==> src/rtl/stt_pkg.sv <==
// Shared constants, types and helpers of the sorted time table.
`default_nettype none

package stt_pkg;

    localparam int DEPTH         = 64;
    localparam int IDX_W         = $clog2(DEPTH);
    localparam int CNT_W         = $clog2(DEPTH + 1);
    localparam int HOUR_W        = 10;
    localparam int MIN_W         = 6;
    localparam int IN_W          = 10;
    localparam int KEY_W         = 15;
    localparam int MINS_PER_HOUR = 60;

    typedef enum logic [2:0] {
        ACT_INSERT   = 3'd0,
        ACT_POP      = 3'd1,
        ACT_LIST_GT  = 3'd2,
        ACT_LIST_ALL = 3'd3,
        ACT_CLEAR    = 3'd4
    } t_action;

    typedef enum logic [1:0] {
        ST_DONE   = 2'd0,
        ST_LISTED = 2'd1,
        ST_EMPTY  = 2'd2,
        ST_FULL   = 2'd3
    } t_status;

    typedef enum logic [2:0] {
        S_IDLE,
        S_NORM,
        S_KEY,
        S_INS,
        S_PUT,
        S_LIST,
        S_RESP
    } t_state;

    typedef struct packed {
        logic [HOUR_W-1:0] hour;
        logic [MIN_W-1:0]  minute;
    } t_entry;

    typedef logic [IDX_W-1:0] t_idx;
    typedef logic [CNT_W-1:0] t_cnt;

    // Sort key of a normalized time: hour * 60 + minute.
    function automatic logic [KEY_W-1:0] key_of(input logic [HOUR_W-1:0] h,
                                                input logic [MIN_W-1:0] m);
        return KEY_W'(h) * KEY_W'(MINS_PER_HOUR) + KEY_W'(m);
    endfunction

endpackage

`default_nettype wire

==> src/rtl/stt_norm.sv <==
// Time normalizer: carry minutes into the hour, clamp negatives to zero.
`default_nettype none

module stt_norm
    import stt_pkg::*;
(
    input  wire logic signed [IN_W-1:0] i_hour,
    input  wire logic signed [IN_W-1:0] i_minute,
    output logic [HOUR_W-1:0]           o_hour,
    output logic [MIN_W-1:0]            o_minute
);

    logic [8:0]         m_pos;
    logic [13:0]        prod17;
    logic [3:0]         q_est;
    logic [9:0]         q60;
    logic [9:0]         r_est;
    logic [3:0]         quot;
    logic [9:0]         rem;
    logic signed [10:0] hour_sum;

    // Quotient by 60 as m*17/1024, which undershoots by at most one; fix once.
    assign m_pos  = i_minute[8:0];
    assign prod17 = 14'(m_pos) * 14'd17;
    assign q_est  = prod17[13:10];
    assign q60    = 10'(q_est) * 10'(MINS_PER_HOUR);
    assign r_est  = {1'b0, m_pos} - q60;

    always_comb begin
        if (r_est >= 10'(MINS_PER_HOUR)) begin
            quot = q_est + 4'd1;
            rem  = r_est - 10'(MINS_PER_HOUR);
        end else begin
            quot = q_est;
            rem  = r_est;
        end
    end

    always_comb begin
        if (i_minute >= 10'sd60) begin
            hour_sum = {i_hour[IN_W-1], i_hour} + $signed({7'd0, quot});
            o_minute = rem[MIN_W-1:0];
        end else begin
            hour_sum = {i_hour[IN_W-1], i_hour};
            o_minute = i_minute[IN_W-1] ? '0 : i_minute[MIN_W-1:0];
        end
        o_hour = hour_sum[10] ? '0 : hour_sum[HOUR_W-1:0];
    end

endmodule

`default_nettype wire

==> src/rtl/sorted_time_table.sv <==
// Top level of the sorted time table: sequencer around one entry memory.
//
//  channel   dir   handshake                    payload
//  s_axis    in    s_axis_tvalid/s_axis_tready  tdata: hour_in, minute_in; tuser: action
//  m_axis    out   m_axis_tvalid/m_axis_tready  tdata: hour_out, minute_out; tuser: status;
//                                               tlast: last
//
//  Every transaction passes S_NORM and S_KEY. Pop, clear, unknown, dropped insert and insert
//  into an empty table then answer from S_RESP; other inserts scan S_INS back over each entry
//  later than the new time, via S_PUT if all are, to S_RESP; a list walks S_LIST over every
//  entry, via S_RESP if none qualifies. The single read port makes scans go one entry at a
//  time. Reset clears the control registers only; the memory needs no clearing pass. A stalled
//  output holds the sequencer where it pushes; the next input waits only for the final push.
`default_nettype none

module sorted_time_table
    import stt_pkg::*;
(
    input  wire logic        i_clk,
    input  wire logic        i_rst_n,
    // [9:0] hour_in, [19:10] minute_in, [23:20] zero
    input  wire logic [23:0] s_axis_tdata,
    // [2:0] action
    input  wire logic [2:0]  s_axis_tuser,
    input  wire logic        s_axis_tvalid,
    output logic             s_axis_tready,
    // [9:0] hour_out, [15:10] minute_out
    output logic [15:0]      m_axis_tdata,
    // [1:0] status
    output logic [1:0]       m_axis_tuser,
    output logic             m_axis_tlast,
    output logic             m_axis_tvalid,
    input  wire logic        m_axis_tready
);

    // Entry memory, kept as a ring: logical index 0 sits at r_head.
    t_entry mem [DEPTH];
    t_entry rd_entry;

    t_state  r_state, n_state;
    t_idx    r_idx, n_idx;
    t_idx    r_head, n_head;
    t_cnt    r_count, n_count;
    t_status r_status, n_status;

    t_action                  r_action;
    logic signed [IN_W-1:0]   r_hour_raw;
    logic signed [IN_W-1:0]   r_min_raw;
    logic [HOUR_W-1:0]        r_hour;
    logic [MIN_W-1:0]         r_minute;
    logic [KEY_W-1:0]         r_key;

    logic [HOUR_W-1:0] norm_hour;
    logic [MIN_W-1:0]  norm_minute;

    logic              r_out_valid;
    logic [HOUR_W-1:0] r_out_hour;
    logic [MIN_W-1:0]  r_out_minute;
    t_status           r_out_status;
    logic              r_out_last;

    logic              out_free;
    logic              push;
    logic [HOUR_W-1:0] push_hour;
    logic [MIN_W-1:0]  push_minute;
    t_status           push_status;
    logic              push_last;

    logic   wr_en;
    t_idx   wr_addr;
    t_entry wr_data;
    t_idx   rd_addr;

    logic [KEY_W-1:0] rd_key;
    t_cnt             cnt_m1;
    logic             at_last;
    logic             in_accept;

    // Map a logical index onto the ring.
    function automatic t_idx phys(input t_idx head, input t_idx idx);
        logic [IDX_W:0] sum;
        sum = {1'b0, head} + {1'b0, idx};
        if (sum >= (IDX_W+1)'(DEPTH)) begin
            sum = sum - (IDX_W+1)'(DEPTH);
        end
        return sum[IDX_W-1:0];
    endfunction

    stt_norm u_norm (
        .i_hour   (r_hour_raw),
        .i_minute (r_min_raw),
        .o_hour   (norm_hour),
        .o_minute (norm_minute)
    );

    assign s_axis_tready = (r_state == S_IDLE);
    assign in_accept     = s_axis_tvalid && s_axis_tready;
    assign out_free      = !r_out_valid || m_axis_tready;

    assign rd_key  = key_of(rd_entry.hour, rd_entry.minute);
    assign cnt_m1  = r_count - t_cnt'(1);
    assign at_last = (r_idx == cnt_m1[IDX_W-1:0]);

    // Memory: one write and one registered read per cycle. The read follows the
    // next index, so rd_entry always holds the entry at r_idx.
    assign rd_addr = phys(r_head, n_idx);

    always_ff @(posedge i_clk) begin
        if (wr_en) begin
            mem[wr_addr] <= wr_data;
        end
        rd_entry <= mem[rd_addr];
    end

    // Sequencer: next state, memory writes and result pushes.
    always_comb begin
        n_state     = r_state;
        n_idx       = r_idx;
        n_head      = r_head;
        n_count     = r_count;
        n_status    = r_status;
        wr_en       = 1'b0;
        wr_addr     = '0;
        wr_data     = '{hour: r_hour, minute: r_minute};
        push        = 1'b0;
        push_hour   = '0;
        push_minute = '0;
        push_status = r_status;
        push_last   = 1'b1;

        unique case (r_state)
            S_IDLE: begin
                if (in_accept) begin
                    n_state = S_NORM;
                end
            end
            S_NORM: begin
                n_state = S_KEY;
            end
            S_KEY: begin
                n_status = ST_DONE;
                n_state  = S_RESP;
                unique case (r_action)
                    ACT_INSERT: begin
                        if (r_count == t_cnt'(DEPTH)) begin
                            n_status = ST_FULL;
                        end else if (r_count == '0) begin
                            wr_en   = 1'b1;
                            wr_addr = r_head;
                            n_count = t_cnt'(1);
                        end else begin
                            // start the backward scan at the last (latest) entry
                            n_idx   = cnt_m1[IDX_W-1:0];
                            n_state = S_INS;
                        end
                    end
                    ACT_POP: begin
                        if (r_count == '0) begin
                            n_status = ST_EMPTY;
                        end else begin
                            n_head  = phys(r_head, t_idx'(1));
                            n_count = cnt_m1;
                        end
                    end
                    ACT_LIST_GT, ACT_LIST_ALL: begin
                        if (r_count == '0) begin
                            n_status = ST_EMPTY;
                        end else begin
                            n_idx   = '0;
                            n_state = S_LIST;
                        end
                    end
                    ACT_CLEAR: begin
                        n_count = '0;
                    end
                    default: begin
                    end
                endcase
            end
            S_INS: begin
                wr_en   = 1'b1;
                wr_addr = phys(r_head, r_idx + t_idx'(1));
                if (rd_key > r_key) begin
                    // shift this entry up by one and keep scanning
                    wr_data = rd_entry;
                    if (r_idx == '0) begin
                        n_state = S_PUT;
                    end else begin
                        n_idx = r_idx - t_idx'(1);
                    end
                end else begin
                    n_count = r_count + t_cnt'(1);
                    n_state = S_RESP;
                end
            end
            S_PUT: begin
                wr_en   = 1'b1;
                wr_addr = r_head;
                n_count = r_count + t_cnt'(1);
                n_state = S_RESP;
            end
            S_LIST: begin
                // the store is sorted: once one entry qualifies, all later ones do
                if (r_action == ACT_LIST_ALL || rd_key > r_key) begin
                    if (out_free) begin
                        push        = 1'b1;
                        push_hour   = rd_entry.hour;
                        push_minute = rd_entry.minute;
                        push_status = ST_LISTED;
                        push_last   = at_last;
                        if (at_last) begin
                            n_state = S_IDLE;
                        end else begin
                            n_idx = r_idx + t_idx'(1);
                        end
                    end
                end else if (at_last) begin
                    n_status = ST_EMPTY;
                    n_state  = S_RESP;
                end else begin
                    n_idx = r_idx + t_idx'(1);
                end
            end
            S_RESP: begin
                if (out_free) begin
                    push        = 1'b1;
                    push_status = r_status;
                    n_state     = S_IDLE;
                end
            end
            default: begin
                n_state = S_IDLE;
            end
        endcase
    end

    always_ff @(posedge i_clk) begin
        if (!i_rst_n) begin
            r_state     <= S_IDLE;
            r_idx       <= '0;
            r_head      <= '0;
            r_count     <= '0;
            r_status    <= ST_DONE;
            r_out_valid <= 1'b0;
        end else begin
            r_state  <= n_state;
            r_idx    <= n_idx;
            r_head   <= n_head;
            r_count  <= n_count;
            r_status <= n_status;
            if (push) begin
                r_out_valid <= 1'b1;
            end else if (m_axis_tready) begin
                r_out_valid <= 1'b0;
            end
        end
    end

    // Payload registers: capture the request, its normalized time and key, and each pushed result.
    always_ff @(posedge i_clk) begin
        if (in_accept) begin
            r_action   <= t_action'(s_axis_tuser);
            r_hour_raw <= $signed(s_axis_tdata[IN_W-1:0]);
            r_min_raw  <= $signed(s_axis_tdata[2*IN_W-1:IN_W]);
        end
        if (r_state == S_NORM) begin
            r_hour   <= norm_hour;
            r_minute <= norm_minute;
        end
        if (r_state == S_KEY) begin
            r_key <= key_of(r_hour, r_minute);
        end
        if (push) begin
            r_out_hour   <= push_hour;
            r_out_minute <= push_minute;
            r_out_status <= push_status;
            r_out_last   <= push_last;
        end
    end

    assign m_axis_tvalid = r_out_valid;
    assign m_axis_tdata  = {r_out_minute, r_out_hour};
    assign m_axis_tuser  = r_out_status;
    assign m_axis_tlast  = r_out_last;

endmodule

`default_nettype wire

==> config.mk <==
export PLATFORM = sky130hd
export DESIGN_NAME = sorted_time_table
export DESIGN_NICKNAME = d
export VERILOG_FILES = /design/src/rtl/stt_pkg.sv /design/src/rtl/stt_norm.sv /design/src/rtl/sorted_time_table.sv
export SDC_FILE = /design/constraint.sdc
export NUM_CORES = 1
export LEC_CHECK = 0
export ABC_CLOCK_PERIOD_IN_PS = 10140
export BUFFER_PORTS_ARGS = -buffer_cell sky130_fd_sc_hd__buf_2
export CORE_MARGIN = 2
export CORE_UTILIZATION = 30
export CTS_BUF_LIST = sky130_fd_sc_hd__clkbuf_8 sky130_fd_sc_hd__clkbuf_16
export CTS_CLUSTER_DIAMETER = 100
export DETAILED_ROUTE_END_ITERATION = 8
export MAX_ROUTING_LAYER = met4
export SYNTH_ARGS = -nofsm -noshare
export SYNTH_HDL_FRONTEND = slang
export SYNTH_SLANG_ARGS = --single-unit
==> constraint.sdc <==
create_clock -name i_clk -period 10.14 [get_ports i_clk]
set_input_delay 0.507 -clock i_clk [delete_from_list [all_inputs] [get_ports i_clk]]
set_output_delay 0.507 -clock i_clk [all_outputs]
set_load 0.1 [all_outputs]
==> out/metrics.cfg, run 1 <==
[yosys]
synth_compound_area_frac=0.0270
yosys.area_share.adder=0.0447
netlist_area_um2=48500
async_reset_ff_frac=0
yosysMostFrequentCell=edfxtp_1
synth.avg_cell_area_um2=19.3
synth-main-ff-cell=edfxtp_1
synth-edff-count=1097
synthSimpleGateAreaFrac=0.0350
ys_ff_latch=1138
muxShareOfSynthArea=0.163
ys_types=72
synth_top_family_by_area=multiplexers
synth_top_area_share=0.680
synth_nets=2692
synth_area_leaders=edfxtp_1 68%, mux4_2 15%, ha_1 2.6%
ys_seq_area_frac=0.697
synth_xor_area_frac=0.0168
yosys_warnings=0
synth_top_cell_by_area=edfxtp_1
netlist_top_cells_count=1,097 x edfxtp_1, 320 x mux4_2, 128 x nor2_1
syn_inst=2515

[cts]
htreeDepth=3
worstSkewPairLatency_ns=0.71
cts.clk_slew.worst_paths_ns=0.06
cts-resized-gates=0
clockBufferDepth=3
numCtsBuffers=115
cts_tree=done
cts_root_buf=clkbuf_16
clock-sinks=1138

[detailed_routing]
remaining_drc_errors=0
ant_nets=0
viasPerCell=4.85
vias=24185
firstDrtPassIters=6
drt_wl_total_um=110000
drt-initial-drc-count=2299
routedWlPerCell_um=22.1

[sta]
hold_viol=0
fmax_mhz=108
rsz0062_at_grt=false
finalCritPeriodShare=0.913
drv_slew=0
setup_tns_ns=0
slew_headroom=0.0989
finClkSkew_ns=0.0360
setup_violations=0
min_period_ns=9.26
worst_pin_slew_ns=1.35

[place]
finalWeightedCongestion=0.818
port_buffers=47
dpl_cell_area_um2=52400
hpwl_um=67300

[grt]
grt_pass1_vias=24405
grt_max_degree=65
antenna_found_initial=1
grt_pass1_wl_um=163000
overflow=0
track_usage=0.137

[run_status]
outcome=complete, no violations

[floorplanning]
die-area_um2=165000
core-area_um2=161000
initial_core_util=0.302
die_h_um=406
ioPinCount=52
rows=147
fp.dieW_um=406

[cells_and_area]
syn2layout_area_growth_pct=16.5
finalInstanceArea_um2=56500
nNetsFinal=2902
drive_above_1_share=0.263
final_util=0.352

[worst_setup_path]
max_stage_delay_ns=1.11
cp.required_ns=10.66
critPathBufInv=3
crit_type=reg -> reg
crit_path_end_kind=flip-flop
worst_path_dominant_cell_family=adder cells
worstPathMaxFanout=19
worstPathArrival_ns=9.78
cp-start-kind=flip-flop
critPathSlowestCell=fa_4

[job]
drv_cap=0

[hold_path]
hp-class=in -> reg

-- registers in the layout, indices dropped and copies added, names as in the netlist, 2 cells and up --
name          count
r_action          3
r_out_minute      6
r_hour_raw       10
r_head            6
r_idx             6
r_min_raw        10
r_count           7
m_axis_tuser      2
mem            1024
r_key            15
r_status          2
r_hour           10
r_state           3
r_minute          6
r_out_hour       10
rd_entry         16
-- final timing paths --
check,slack [ns],cells past startpoint,start,end
setup / recovery,0.88,30,rd_entry[6],rd_entry[10]
hold / removal,0.17,3,i_rst_n,r_state[0]
setup reg to reg,0.88,30,rd_entry[6],rd_entry[10]
hold reg to reg,0.46,0,r_minute[1],r_key[1]
-- stage by stage --
step	hold WS [ns]	instances	setup slack [ns]
6_report	0.166	4986	0.883
3_5_place_dp	0.448	4745	0.903
2_1_floorplan	0.422	2515	2.26
3_3_place_gp	0.455	4745	0.892
5_1_grt	0.155	4984	0.311
4_1_cts	0.129	4983	0.861
-- cell type report --
cell class / instances / area [µm²]
repair buffers: 198 / 1640
inverters: 110 / 413
clock buffers: 121 / 3010
clock inverters: 94 / 865
flip-flops and latches: 1138 / 33800
multi-input cells: 1162 / 14100
well taps: 2160 / 2700
diodes: 3 / 7.51
fillers: 14833 / 104000
-- layer usage --
layer / global-route usage / wire [µm] / vias up
met5: - / 0 / -
met4: 0.0357 / 2280 / 0
met3: 0.0256 / 7050 / 132
met2: 0.215 / 52800 / 691
met1: 0.184 / 47900 / 12763
li1: - / - / 10599
-- cells by family after synthesis --
logic type	after synthesis
adder cells (fa/ha/maj)	146
multiplexers	386
AO/OA/AOI/OAI	196
buffers and inverters	215
AND/OR/NAND/NOR	347
XOR/XNOR	87
flip-flops	1138
-- worst min-delay path, delay by kind of cell --
| kind | cells | cell delay (ns) |
|---|---|---|
| compound gates | 2 | 0.14 |
| buf+inv | 1 | 0.17 |
-- cell usage in the layout (no fill, tap or decap), drive strengths merged, types with 13 or more instances in the layout --
| cell | Yosys | final |
|---|---|---|
| ha | 101 | 101 |
| o21ai | 36 | 36 |
| a211oi | 14 | 14 |
| and2 | 14 | 14 |
| edfxtp | 1097 | 1097 |
| mux4 | 320 | 320 |
| mux2i | 53 | 53 |
| nand2 | 58 | 58 |
| dfxtp | 41 | 41 |
| dlygate4sd3 | 0 | 23 |
| a21o | 22 | 22 |
| bufinv | 0 | 16 |
| clkbuf | 73 | 121 |
| nor4 | 15 | 15 |
| mux2 | 13 | 13 |
| buf | 32 | 175 |
| nor3 | 25 | 25 |
| nor2b | 13 | 13 |
| fa | 45 | 45 |
| nand3 | 27 | 27 |
| a21oi | 57 | 57 |
| inv | 109 | 139 |
| nor2 | 128 | 128 |
| clkinv | 1 | 46 |
| xnor2 | 50 | 50 |
| nand4 | 14 | 14 |
| xor2 | 36 | 36 |
-- timing repair --
item,in CTS,in global routing
endpoints found under the hold margin,23,0
setup buffers,0,0
hold buffers,23,0
Power of run 1 is left out: the tool's default activity adds up to more than one toggle a clock period on the data nets, which glitch-free logic cannot reach.
==> run 2: changes to the inputs <==
--- a/config.mk
+++ b/config.mk
@@ -9,10 +9,9 @@
 export BUFFER_PORTS_ARGS = -buffer_cell sky130_fd_sc_hd__buf_2
 export CORE_MARGIN = 2
 export CORE_UTILIZATION = 30
-export CTS_BUF_LIST = sky130_fd_sc_hd__clkbuf_8 sky130_fd_sc_hd__clkbuf_16
+export CTS_BUF_LIST = sky130_fd_sc_hd__clkbuf_8
 export CTS_CLUSTER_DIAMETER = 100
 export DETAILED_ROUTE_END_ITERATION = 8
-export MAX_ROUTING_LAYER = met4
 export SYNTH_ARGS = -nofsm -noshare
 export SYNTH_HDL_FRONTEND = slang
 export SYNTH_SLANG_ARGS = --single-unit
==> run 2 against run 1 <==
Net effect:
- highest routed layer unchanged
- clock-buffer cell count up 63
- flip-flop and latch count did not move
- via count up 1.5%
- die area unchanged
- worst setup slack worse by 0.0045 ns
- largest cell class unchanged
- register-to-register slack about the same
==> out/metrics.cfg, run 2 (same netlist as run 1, synthesis figures left out) <==
[run_status]
outcome=complete, no violations

[worst_setup_path]
worst-path-stages=30
crit_path_start=rd_entry[6]
worstPathArrival_ns=9.96
worst_path_dominant_cell_family=adder cells
crit_type=reg -> reg
max_stage_delay_ns=1.10
worstPathMaxFanout=19
reg2reg_depth=30
r2r_start=rd_entry[6]
critPathSlowestCell=fa_4
crit_path_end_kind=flip-flop
cp-start-kind=flip-flop
cp.required_ns=10.84
critPathBufInv=3

[detailed_routing]
routedWlPerCell_um=21.8
viasPerCell=4.83
drt-initial-drc-count=2225
vias=24558
remaining_drc_errors=0
drt_wl_total_um=111000
firstDrtPassIters=6
ant_nets=0

[sta]
finClkSkew_ns=0.0550
min_period_ns=9.26
hold_viol=0
rsz0062_at_grt=false
setup_tns_ns=0
fmax_mhz=108
worst_pin_slew_ns=1.35
finalCritPeriodShare=0.913
slew_headroom=0.0972
drv_slew=0
setup_violations=0

[grt]
grt_pass1_wl_um=164000
grt_max_degree=65
track_usage=0.135
overflow=0
antenna_found_initial=1
grt_pass1_vias=24958

[cts]
cts-resized-gates=0
numCtsBuffers=178
cts.clk_slew.worst_paths_ns=0.06
clockBufferDepth=3
worstSkewPairLatency_ns=0.87
cts_tree=done
htreeDepth=4
cts_root_buf=clkbuf_8
clock-sinks=1138

[place]
port_buffers=47
finalWeightedCongestion=0.806
hpwl_um=67300

[cells_and_area]
most-common-layout-cells=1,097 x edfxtp_1, 320 x mux4_2, 184 x clkbuf_8
largest_register=mem
drive_above_1_share=0.268
largest_register_ffs=1024
fillers=14974
nNetsFinal=2966
biggestRegsByFlops=mem (1024), rd_entry (16), r_key (15)
syn2layout_area_growth_pct=14.8
layout_commonest_cell=edfxtp_1

[job]
drv_cap=0

[floorplanning]
fp.dieW_um=406
die-area_um2=165000
core-area_um2=161000
ioPinCount=52
rows=147
initial_core_util=0.302
die_h_um=406

[hold_path]
hp-class=in -> reg
hold-path-cell-count=3
min_from=m_axis_tready

-- run 2: metrics by stage --
step / area [µm²] / utilization / setup slack (ns) / hold slack [ns] / instances
floorplan: 48500 / - / 2.26 / 0.422 / 2515
global placement: 52400 / 0.326 / 0.892 / 0.455 / 4745
detailed placement: 52400 / 0.326 / 0.903 / 0.448 / 4745
CTS: 55600 / 0.347 / 0.848 / 0.0477 / 5082
global route: 55700 / 0.347 / 0.314 / 0.129 / 5083
finish: 55700 / 0.347 / 0.878 / 0.131 / 5083
-- run 2: repair_timing --
action                    in CTS  in global routing
hold endpoints to repair      29                  0
hold buffers                  24                  0
setup buffers                  0                  0
-- run 2: cell type report --
cell class / instances / area [µm²] / share of cell area
tap: 2160 / 2700 / 0.0486
antenna: 1 / 2.50 / 0.0000450
timing repair buffer: 199 / 1650 / 0.0296
inverter: 110 / 413 / 0.00742
clock buffer: 184 / 2530 / 0.0455
sequential: 1138 / 33800 / 0.607
multi-input combinational: 1162 / 14100 / 0.253
clock inverter: 129 / 524 / 0.00942
-- run 2: worst paths after layout --
| check | slack, ns | to |
|---|---|---|
| max | 0.88 | rd_entry[6] |
| min | 0.13 | m_axis_tvalid |
| max reg2reg | 0.88 | rd_entry[6] |
| min reg2reg | 0.46 | r_key[1] |
-- run 2: worst reg2reg max path, delay by kind of cell, from the launching register on --
family / cells / cell delay [ns]
XOR/XNOR: 1 / 0.12
adder cells (fa/ha/maj): 6 / 3.16
AO/OA/AOI/OAI: 11 / 2.53
multiplexers: 4 / 1.42
buffers and inverters: 3 / 0.58
flip-flops: 1 / 0.51
AND/OR/NAND/NOR: 5 / 0.82
-- run 2: per-layer routing --
metal,vias up,share of wire,track usage
li1,10733,-,-
met1,12924,0.43,0.184
met2,737,0.48,0.215
met3,164,0.065,0.0297
met4,0,0.025,0.0443
met5,-,0,0
Power of run 2 is left out for the same reason.
